[src/rtl/core/twpa_pkg.sv]
// Shared types and constants for the temporal weighted pixel average block.
package twpa_pkg;

   // Reference set size and field widths
   localparam int MAX_REFS   = 6;
   localparam int PIXEL_W    = 8;
   localparam int WEIGHT_W   = 9;
   localparam int REF_CNT_W  = 3;
   localparam int PROD_W     = PIXEL_W + WEIGHT_W;
   localparam int PAIR_W     = PROD_W + 1;
   localparam int SUM_W      = 21;
   localparam int FULL_W     = 20;
   localparam int RESULT_W   = 16;
   localparam int CSR_IDX_W  = 3;
   localparam int CSR_DATA_W = MAX_REFS * WEIGHT_W;

   typedef logic [PIXEL_W-1:0]    pixel_type;
   typedef logic [WEIGHT_W-1:0]   weight_type;
   typedef logic [PROD_W-1:0]     prod_type;
   typedef logic [PAIR_W-1:0]     pair_type;
   typedef logic [SUM_W-1:0]      sum_type;
   typedef logic [REF_CNT_W-1:0]  ref_cnt_type;

   // Output format select
   typedef enum logic [1:0] {
      OUT_MODE_ROUND8 = 2'd0,
      OUT_MODE_SPLIT  = 2'd1,
      OUT_MODE_SAT16  = 2'd2,
      OUT_MODE_RAW    = 2'd3
   } out_mode_type;

   // Configuration register indexes
   localparam logic [CSR_IDX_W-1:0] CSR_SRC_WEIGHT  = 3'd0;
   localparam logic [CSR_IDX_W-1:0] CSR_FWD_WEIGHTS = 3'd1;
   localparam logic [CSR_IDX_W-1:0] CSR_BWD_WEIGHTS = 3'd2;
   localparam logic [CSR_IDX_W-1:0] CSR_NUM_REFS    = 3'd3;
   localparam logic [CSR_IDX_W-1:0] CSR_OUT_MODE    = 3'd4;

   // Reset values
   localparam weight_type  SRC_WEIGHT_RST = 9'd256;
   localparam ref_cnt_type NUM_REFS_RST   = 3'd1;

   // Rounding and saturation limits
   localparam logic [RESULT_W:0]   ROUND_BIAS = 17'd128;
   localparam logic [PIXEL_W:0]    BYTE_MAX   = 9'd255;
   localparam sum_type             SAT16_MAX  = 21'd65535;
   localparam sum_type             FULL_MAX   = 21'd1048575;

endpackage

[src/rtl/core/temporal_weighted_pixel_average_top.sv]
// Top level of the temporal weighted pixel average block.
//
// Usage:
//   Requests enter on the req_ channel (valid/ready): one source pixel and six
//   forward and six backward reference pixels packed as bytes. Each request
//   gives exactly one response on the rsp_ channel (valid/ready).
//   Weights, reference count and output format are written through the csr_
//   channel, which is always ready; write it only while no request is in flight.
// Pipeline and throughput:
//   An accepted request passes the input register, the product register
//   (thirteen 8x9 multipliers) and the result register (seven-term adder and
//   output formatting) before its response is valid. One request is accepted
//   every cycle while the response side keeps up.
// Reset:
//   Synchronous reset empties the pipeline and restores src_weight 256, zero
//   reference weights, num_refs 1 and the rounded 8-bit output format.
// Stall:
//   While a response waits and rsp_ready is low, the whole pipeline holds and
//   req_ready drops; nothing is lost or repeated.
module temporal_weighted_pixel_average_top (
   input  logic                                clock,
   input  logic                                reset,
   input  logic                                req_valid,
   output logic                                req_ready,
   input  logic [twpa_pkg::PIXEL_W-1:0]        req_src_pixel,
   input  logic [twpa_pkg::MAX_REFS*twpa_pkg::PIXEL_W-1:0] req_fwd_pixels,
   input  logic [twpa_pkg::MAX_REFS*twpa_pkg::PIXEL_W-1:0] req_bwd_pixels,
   output logic                                rsp_valid,
   input  logic                                rsp_ready,
   output logic [twpa_pkg::RESULT_W-1:0]       rsp_result_value,
   output logic [twpa_pkg::PIXEL_W-1:0]        rsp_low_byte,
   output logic [twpa_pkg::FULL_W-1:0]         rsp_full_sum,
   input  logic                                csr_valid,
   output logic                                csr_ready,
   input  logic [twpa_pkg::CSR_IDX_W-1:0]      csr_index,
   input  logic [twpa_pkg::CSR_DATA_W-1:0]     csr_data
);

   localparam int PX_BUS_W = twpa_pkg::MAX_REFS * twpa_pkg::PIXEL_W;

   // Configuration registers
   twpa_pkg::weight_type                 src_weight_ff;
   logic [twpa_pkg::CSR_DATA_W-1:0]      fwd_weights_ff;
   logic [twpa_pkg::CSR_DATA_W-1:0]      bwd_weights_ff;
   twpa_pkg::ref_cnt_type                num_refs_ff;
   twpa_pkg::out_mode_type               out_mode_ff;

   // Pipeline registers
   logic                                 in_valid_ff;
   twpa_pkg::pixel_type                  in_src_ff;
   logic [PX_BUS_W-1:0]                  in_fwd_ff;
   logic [PX_BUS_W-1:0]                  in_bwd_ff;

   logic                                 prod_valid_ff;
   twpa_pkg::prod_type                   src_prod_ff;
   twpa_pkg::prod_type                   src_prod_in;
   twpa_pkg::pair_type                   pair_ff [twpa_pkg::MAX_REFS];
   twpa_pkg::pair_type                   pair_in [twpa_pkg::MAX_REFS];

   logic                                 rsp_valid_ff;
   logic [twpa_pkg::RESULT_W-1:0]        result_ff;
   logic [twpa_pkg::RESULT_W-1:0]        result_in;
   twpa_pkg::pixel_type                  low_ff;
   twpa_pkg::pixel_type                  low_in;
   logic [twpa_pkg::FULL_W-1:0]          full_ff;
   logic [twpa_pkg::FULL_W-1:0]          full_in;

   logic                                 advance;
   twpa_pkg::ref_cnt_type                n_eff;
   twpa_pkg::sum_type                    sum;
   twpa_pkg::sum_type                    sat16;
   logic [twpa_pkg::RESULT_W:0]          rounded;

   // Move the whole pipeline unless a response is held
   assign advance   = !rsp_valid_ff || rsp_ready;
   assign req_ready = advance;
   assign csr_ready = 1'b1;

   // Write configuration registers, drop unknown indexes
   always_ff @(posedge clock) begin
      if (reset) begin
         src_weight_ff  <= twpa_pkg::SRC_WEIGHT_RST;
         fwd_weights_ff <= '0;
         bwd_weights_ff <= '0;
         num_refs_ff    <= twpa_pkg::NUM_REFS_RST;
         out_mode_ff    <= twpa_pkg::OUT_MODE_ROUND8;
      end else if (csr_valid) begin
         case (csr_index)
            twpa_pkg::CSR_SRC_WEIGHT:  src_weight_ff  <= csr_data[twpa_pkg::WEIGHT_W-1:0];
            twpa_pkg::CSR_FWD_WEIGHTS: fwd_weights_ff <= csr_data;
            twpa_pkg::CSR_BWD_WEIGHTS: bwd_weights_ff <= csr_data;
            twpa_pkg::CSR_NUM_REFS:    num_refs_ff    <= csr_data[twpa_pkg::REF_CNT_W-1:0];
            twpa_pkg::CSR_OUT_MODE:
               out_mode_ff <= twpa_pkg::out_mode_type'(csr_data[1:0]);
            default: ;
         endcase
      end
   end

   // Clamp the reference count to 1..MAX_REFS
   always_comb begin
      n_eff = num_refs_ff;
      if (num_refs_ff == '0) begin
         n_eff = twpa_pkg::ref_cnt_type'(1);
      end else if (num_refs_ff > twpa_pkg::ref_cnt_type'(twpa_pkg::MAX_REFS)) begin
         n_eff = twpa_pkg::ref_cnt_type'(twpa_pkg::MAX_REFS);
      end
   end

   // Form source product and per-reference pair sums, zero unused pairs
   always_comb begin
      twpa_pkg::prod_type fp;
      twpa_pkg::prod_type bp;
      src_prod_in = twpa_pkg::prod_type'(in_src_ff) * twpa_pkg::prod_type'(src_weight_ff);
      for (int i = 0; i < twpa_pkg::MAX_REFS; i++) begin
         fp = twpa_pkg::prod_type'(in_fwd_ff[i*twpa_pkg::PIXEL_W +: twpa_pkg::PIXEL_W])
              * twpa_pkg::prod_type'(fwd_weights_ff[i*twpa_pkg::WEIGHT_W +: twpa_pkg::WEIGHT_W]);
         bp = twpa_pkg::prod_type'(in_bwd_ff[i*twpa_pkg::PIXEL_W +: twpa_pkg::PIXEL_W])
              * twpa_pkg::prod_type'(bwd_weights_ff[i*twpa_pkg::WEIGHT_W +: twpa_pkg::WEIGHT_W]);
         if (twpa_pkg::ref_cnt_type'(i) < n_eff) begin
            pair_in[i] = twpa_pkg::pair_type'(fp) + twpa_pkg::pair_type'(bp);
         end else begin
            pair_in[i] = '0;
         end
      end
   end

   // Add the terms and format the response
   always_comb begin
      sum = twpa_pkg::sum_type'(src_prod_ff);
      for (int i = 0; i < twpa_pkg::MAX_REFS; i++) begin
         sum = sum + twpa_pkg::sum_type'(pair_ff[i]);
      end
      sat16   = (sum > twpa_pkg::SAT16_MAX) ? twpa_pkg::SAT16_MAX : sum;
      rounded = sat16[twpa_pkg::RESULT_W:0] + twpa_pkg::ROUND_BIAS;
      full_in = (sum > twpa_pkg::FULL_MAX) ? twpa_pkg::FULL_MAX[twpa_pkg::FULL_W-1:0]
                                           : sum[twpa_pkg::FULL_W-1:0];
      low_in  = '0;
      unique case (out_mode_ff)
         twpa_pkg::OUT_MODE_ROUND8: begin
            if (rounded[twpa_pkg::RESULT_W:8] > twpa_pkg::BYTE_MAX) begin
               result_in = twpa_pkg::RESULT_W'(twpa_pkg::BYTE_MAX);
            end else begin
               result_in = twpa_pkg::RESULT_W'(rounded[twpa_pkg::RESULT_W:8]);
            end
         end
         twpa_pkg::OUT_MODE_SPLIT: begin
            result_in = twpa_pkg::RESULT_W'(sat16[twpa_pkg::RESULT_W-1:8]);
            low_in    = sat16[7:0];
         end
         twpa_pkg::OUT_MODE_SAT16: result_in = sat16[twpa_pkg::RESULT_W-1:0];
         twpa_pkg::OUT_MODE_RAW:   result_in = '0;
      endcase
   end

   // Advance pipeline valid bits
   always_ff @(posedge clock) begin
      if (reset) begin
         in_valid_ff   <= 1'b0;
         prod_valid_ff <= 1'b0;
         rsp_valid_ff  <= 1'b0;
      end else if (advance) begin
         in_valid_ff   <= req_valid;
         prod_valid_ff <= in_valid_ff;
         rsp_valid_ff  <= prod_valid_ff;
      end
   end

   // Advance pipeline payload
   always_ff @(posedge clock) begin
      if (advance) begin
         in_src_ff   <= req_src_pixel;
         in_fwd_ff   <= req_fwd_pixels;
         in_bwd_ff   <= req_bwd_pixels;
         src_prod_ff <= src_prod_in;
         pair_ff     <= pair_in;
         result_ff   <= result_in;
         low_ff      <= low_in;
         full_ff     <= full_in;
      end
   end

   assign rsp_valid        = rsp_valid_ff;
   assign rsp_result_value = result_ff;
   assign rsp_low_byte     = low_ff;
   assign rsp_full_sum     = full_ff;

endmodule

[config.mk]
export PLATFORM = sky130hd
export DESIGN_NAME = temporal_weighted_pixel_average_top
export DESIGN_NICKNAME = d
export VERILOG_FILES = /design/src/rtl/core/twpa_pkg.sv /design/src/rtl/core/temporal_weighted_pixel_average_top.sv
export SDC_FILE = /design/constraint.sdc
export NUM_CORES = 2
export LEC_CHECK = 0
export ABC_AREA = 1
export BUFFER_PORTS_ARGS = -buffer_cell sky130_fd_sc_hd__buf_2
export CAP_MARGIN = 20
export CORE_UTILIZATION = 30
export DETAILED_ROUTE_END_ITERATION = 8
export PLACE_DENSITY = 0.54
export SYNTH_ARGS = -nofsm -noshare
export SYNTH_HDL_FRONTEND = slang
export SYNTH_SLANG_ARGS = --single-unit
[constraint.sdc]
create_clock -name clock -period 6.1 [get_ports clock]
set_clock_uncertainty 0.15 [all_clocks]
set_input_delay 0.305 -clock clock [delete_from_list [all_inputs] [get_ports clock]]
set_output_delay 0.305 -clock clock [all_outputs]
set_load 0.005 [all_outputs]
# Yosys cells after proc, flatten, opt, wreduce, memory -nomap -nowiden
# Index checks and enable logic that the tools add are counted.
# op_classes
n_addsub	13
n_mul	13
n_lt_le_gt_ge	10
n_eq_ne	7
mux	5
n_reduce_logical	10
# op_table
cell	n
8-bit by 9-bit multiplier with 17-bit output	13
17-bit by 17-bit adder with 18-bit output	6
16-bit one-hot mux with 4 select lines	1
21-bit by 18-bit adder with 21-bit output	3
20-bit by 18-bit adder with 21-bit output	1
21-bit by 16-bit greater-than comparator with 1-bit output (second input constant)	1
21-bit by 20-bit greater-than comparator with 1-bit output (second input constant)	1
19-bit by 18-bit adder with 20-bit output	1
17-bit by 18-bit adder with 19-bit output	1
17-bit by 8-bit adder with 17-bit output (second input constant)	1
17-bit two-way mux	1
2-bit AND reduction	5
9-bit by 8-bit greater-than comparator with 1-bit output (second input constant)	1
9-bit two-way mux	1
3-bit by 2-bit == test with 1-bit output (second input constant)	2
3-bit logical NOT	2
1-bit by 3-bit < comparator with 1-bit output (first input constant)	2
2-bit by 3-bit < comparator with 1-bit output (first input constant)	2
3-bit < comparator (first input constant)	2
3-bit two-way mux	2
2-bit == test (second input constant)	2
3-bit by 1-bit == test with 1-bit output (second input constant)	1
3-bit == test (second input constant)	1
3-bit greater-than comparator (second input constant)	1
4 further kinds	4
# word_totals
register_bits	398
wordCells	79

# Longest topological paths before layout
# logic_depth
word_depth	12
depth_mapped	31
ltp_nobuf	31

# Worst setup path before layout
# OpenSTA, ideal clock, no wires.
# synth_path
kind	register to register
start	reg rsp_valid_ff, in the netlist rsp_valid
end	reg in_bwd_ff[0], enable pin
setup_ns	0.627
t_arrival_ns	5.726
t_required_ns	5.323
setup_slack_ns	-0.403
stages_incl_launch_ff	4
path_buffers	0
period_less_slack_ns	6.503
path_cell_list	dfxtp_1 inv_1 nor2_1 inv_1
# synth_via
elab_chain_cells	2
# synth_rtl
element	line	text
start: declaration	temporal_weighted_pixel_average_top.sv:60	logic rsp_valid_ff;
start signal: assignment	temporal_weighted_pixel_average_top.sv:165	rsp_valid_ff <= prod_valid_ff;
1-bit logical NOT	temporal_weighted_pixel_average_top.sv:75	assign advance = !rsp_valid_ff || rsp_ready;
1-bit logical OR	temporal_weighted_pixel_average_top.sv:75	
via req_ready	temporal_weighted_pixel_average_top.sv:24	output logic req_ready,
end signal: assignment	temporal_weighted_pixel_average_top.sv:174	in_bwd_ff <= req_bwd_pixels;
end: declaration	temporal_weighted_pixel_average_top.sv:52	logic [PX_BUS_W-1:0] in_bwd_ff;
# The timed path passes the listed nets, and every way through them passes these cells.
# A chain may end at the register's enable or synchronous reset.

# Final worst setup path
# layout_path
start	reg in_fwd_ff[43]
end	reg pair_ff[17] in the netlist's numbering, data pin
# layout_via
elab_chain_cells	2
# layout_rtl
element	line	text
start: declaration	temporal_weighted_pixel_average_top.sv:51	logic [PX_BUS_W-1:0] in_fwd_ff;
start signal: assignment	temporal_weighted_pixel_average_top.sv:173	in_fwd_ff <= req_fwd_pixels;
8-bit by 9-bit multiplier with 17-bit output	temporal_weighted_pixel_average_top.sv:117	* twpa_pkg::prod_type'(fwd_weights_ff[i*twpa_pkg::WEIGHT_W +: twpa_pkg::WEIGHT_W]);
17-bit by 17-bit adder with 18-bit output	temporal_weighted_pixel_average_top.sv:121	pair_in[i] = twpa_pkg::pair_type'(fp) + twpa_pkg::pair_type'(bp);
end signal: assignment	temporal_weighted_pixel_average_top.sv:176	pair_ff <= pair_in;
end: declaration	temporal_weighted_pixel_average_top.sv:57	twpa_pkg::pair_type pair_ff [twpa_pkg::MAX_REFS];
# Every way passes these cells.

==> out/metrics.csv <==
metric,value,unit
Crit. End Element,flop,
initial core utilization,30.27,%
Yosys reg bits,398,
WP buf/inv,5,
DP HPWL,110.1,mm
row count,148,
Die H,407.5,µm
Synth Area in XOR/XNOR,0.9030,%
Synth area leader,fa_1,
max-slew violations,0,
VDD IR max,0.3186,mV
yosys synthesis warning count,0,
worst r2r dst,pair_ff[17],
Synth area leaders,"fa_1, edfxtp_1, inv_1",
Core ar.,163000,µm²
vias in the first global route,37700,
Worst Reg-to-Reg Cells,18,
CTS tree,done,
CTS max path bufs,3,
critical-path cell list,buf_4 -> nand2_1 -> fa_1 -> inv_1 -> fa_1 -> inv_1 -> fa_1 -> fa_1 -> fa_1 -> fa_1 -> inv_1 -> ha_1 -> a21oi_1 -> a21boi_0 -> buf_4 -> o2111ai_1 -> or2_2 -> a21oi_1,
post-layout util,35.05,%
Period minus WS final,5.926,ns
H-tree levels,2,
Die X,407.5,µm
Layout Nets,7595,
Post-Syn Area,49330,µm²
CP peak stage delay,0.60,ns
Setup crit start kind,flop,
via/cell ratio,4.300,
final cycle utilization of the critical path,97.15,%
area delta synth->final,15.80,%
Max Clk Rate,0.1688,GHz
GRT overflow,0,
worst min path class,in -> reg,
crit-path leading delay family,adder cells,
critical path type,reg -> reg,
Compound-Gate Fraction of Synth Area,4.916,%
critical path peak fanout,6,
Reg2Reg Setup Slack,0.17,ns
mux cell area share after synthesis,0,%
CTS buffer count,55,
Post-Synth Simple-Gate Area,13.26,%
Worst path most repeated cell,fa_1,
Reg2Reg Launch Point,in_fwd_ff[43],
Yosys cell types,52,
Synth Area in Adders,43.88,%
Port Buffer Count,211,
sequential-to-total area share from yosys stat,21.69,%
Clock Pin Slew Worst Setup and Hold Paths,0.06,ns
Hold Path End,src_weight_ff[8],
Worst EP arrival,6.27,ns
Pre-antenna DRT Iters,6,
first-pass GRT wire length,213.9,mm
worst hold path depth,6,
hold path start,csr_index[0],
CTS root buf,clkbuf_16,
Hold Fails Final Rpt,0,
vias,36120,
result of the run,finished clean,
gp weighted congestion,0.8849,
DIE AREA,166000,µm²
Worst slew margin,33.14,%
Initial DRC Count,2250,
fraction of layout cells with a size suffix above 1,9.034,%
Synth Instances,5828,
share of the synthesized area in the top cell type,32.26,%
fin worst setup slack,0.1741,ns
routed wire length,134.1,mm
CTS sink cnt,398,
I/O Pins,213,
initial antenna violation count,13,
Critical path origin,in_fwd_ff[43],
largest net degree at the start of global routing,71,
"Clk Latency, worst-skew pair",0.68,ns
WP data required,6.44,ns
MaxCap Viol Count,0,
P_leak,0.03151,µW
dpl ws,0.04798,ns
Post-synth EDFFs,273,
all-layer global routing usage,16.46,%
Synth Flop Type,edfxtp_1,
Worst path slowest cell,fa_1,
Power Density,216.9,nW/µm²
largest family of logic cells by synthesized area,adder cells,
"Avg Cell Area, Syn",8.464,µm²
DRC violations left,0,
Post-Syn Nets,7247,
ys async rst share,0,%
Final ANT Viol Nets,0,
Least-Margin Pin Slew,0.9992,ns
Routed WL per cell,15.96,µm
setup violators final,0,
[synthesized netlist by cell type, drive strengths merged (12+ instances only)]
library cell     n
nor2           343
xnor2           18
clkbuf         265
xor2            32
or2             12
edfxtp         273
o21a            12
o21ai          218
nor3            12
inv           1740
nand2         1217
ha             458
nand3           63
a21oi          172
dfxtp          125
fa             795
[metrics by stage]
stage               instance area, µm²  total power, µW  hold WS [ns]  setup TNS, ns  cells
floorplan                        49330             7106        0.2241              0   5828
global placement                 53050             8826        0.2984              0   8072
detailed placement               53050             8851        0.3121              0   8072
CTS                              56600            12520       0.05335              0   8339
global route                     57120            13350        0.1278       -0.05103   8399
finish                           57120            12390       0.09633              0   8399
[final cells by class]
class	instances	area, µm²
clock buffer	71	1550
fill	17000	105800
timing repair buffer	560	4100
clock inverter	31	362.8
tap	2175	2721
sequential	398	10710
inverter	1742	6544
antenna	3	7.507
multi-input combinational	3419	31120
[repair_timing]
| item | CTS | global route |
|---|---|---|
| buffers inserted | 3 | 56 |
| endpoints found under the setup margin | 1 | 18 |
| hold buffers | 162 | 0 |
| resized for setup | 0 | 30 |
| endpoints found under the hold margin | 229 | 0 |
[report_power, final]
group	internal, µW	total [µW]	leakage (µW)	switching, µW
logic	1890	5380	0.0265	3490
registers	3300	3540	0.00409	240
clock network	2050	3460	0.000929	1410
total	7250	12400	0.0315	5140
[routing by layer]
layer / vias to the layer above / routed length (µm) / track usage [%]
met4: 6 / 3036 / 3.870
met5: - / 48 / 0
met3: 133 / 6464 / 2.222
li1: 17600 / - / -
met1: 17600 / 62030 / 22.93
met2: 785 / 62470 / 26.98
[sequential cells by signal (all words and copies together) (netlist names), 16 cells and up]
name and cells:
rsp_result_value 16, fwd_weights_ff 54, in_bwd_ff 48, bwd_weights_ff 54
pair_ff 108, in_fwd_ff 48, rsp_full_sum 20, src_prod_ff 17
[cell usage in the layout, fill, tap and decap left out, types with 4 or more instances in the layout]
cell,instances
inv_1,1732
nand2_1,1209
fa_1,795
ha_1,458
nor2_1,340
edfxtp_1,273
buf_2,211
o21ai_0,205
buf_4,185
a21oi_1,162
dlygate4sd3_1,162
dfxtp_1,118
clkbuf_16,58
nand3_1,57
xor2_1,31
xnor2_1,18
or2_2,12
o21a_1,12
a21oi_2,10
o21ai_1,10
clkinv_2,9
nor3_1,9
a21o_1,8
clkbuf_1,8
nand4_1,7
nand2_2,7
o21bai_1,7
dfxtp_2,7
clkinvlp_4,6
nand3b_1,6
nand3_2,6
inv_2,6
bufinv_16,6
clkbuf_8,6
clkinv_1,4
o31ai_1,4
a31oi_1,4
a211oi_1,4
[worst max-delay path by stage]
| stage | endpoint | slack (ns) | depth (start not counted) |
|---|---|---|---|
| floorplan | pair_ff[105] | 0.36 | 20 |
| global placement | pair_ff[70] | 0.02 | 22 |
| detailed placement | pair_ff[50] | 0.05 | 20 |
| CTS | pair_ff[50] | 0.01 | 20 |
| global route | pair_ff[35] | -0.05 | 22 |
| finish | pair_ff[17] | 0.17 | 18 |
[worst reg2reg max path: cells and delay by family (launching register included)]
| family | cells | cell delay [ns] |
|---|---|---|
| buffers and inverters | 5 | 0.54 |
| AND/OR/NAND/NOR | 2 | 0.36 |
| AO/OA/AOI/OAI | 4 | 0.86 |
| adder cells (fa/ha/maj) | 7 | 3.34 |
| flip-flops | 1 | 0.50 |
[logic make-up (layout without fill, tap and decap cells)]
logic type / Yosys count / in the layout
buffers and inverters: 2011 / 2404
other: 1 / 4
AND/OR/NAND/NOR: 1668 / 1668
flip-flops: 398 / 398
AO/OA/AOI/OAI: 447 / 447
adder cells (fa/ha/maj): 1253 / 1253
XOR/XNOR: 50 / 50
No activity file was read; power rests on OpenSTA's default activity.
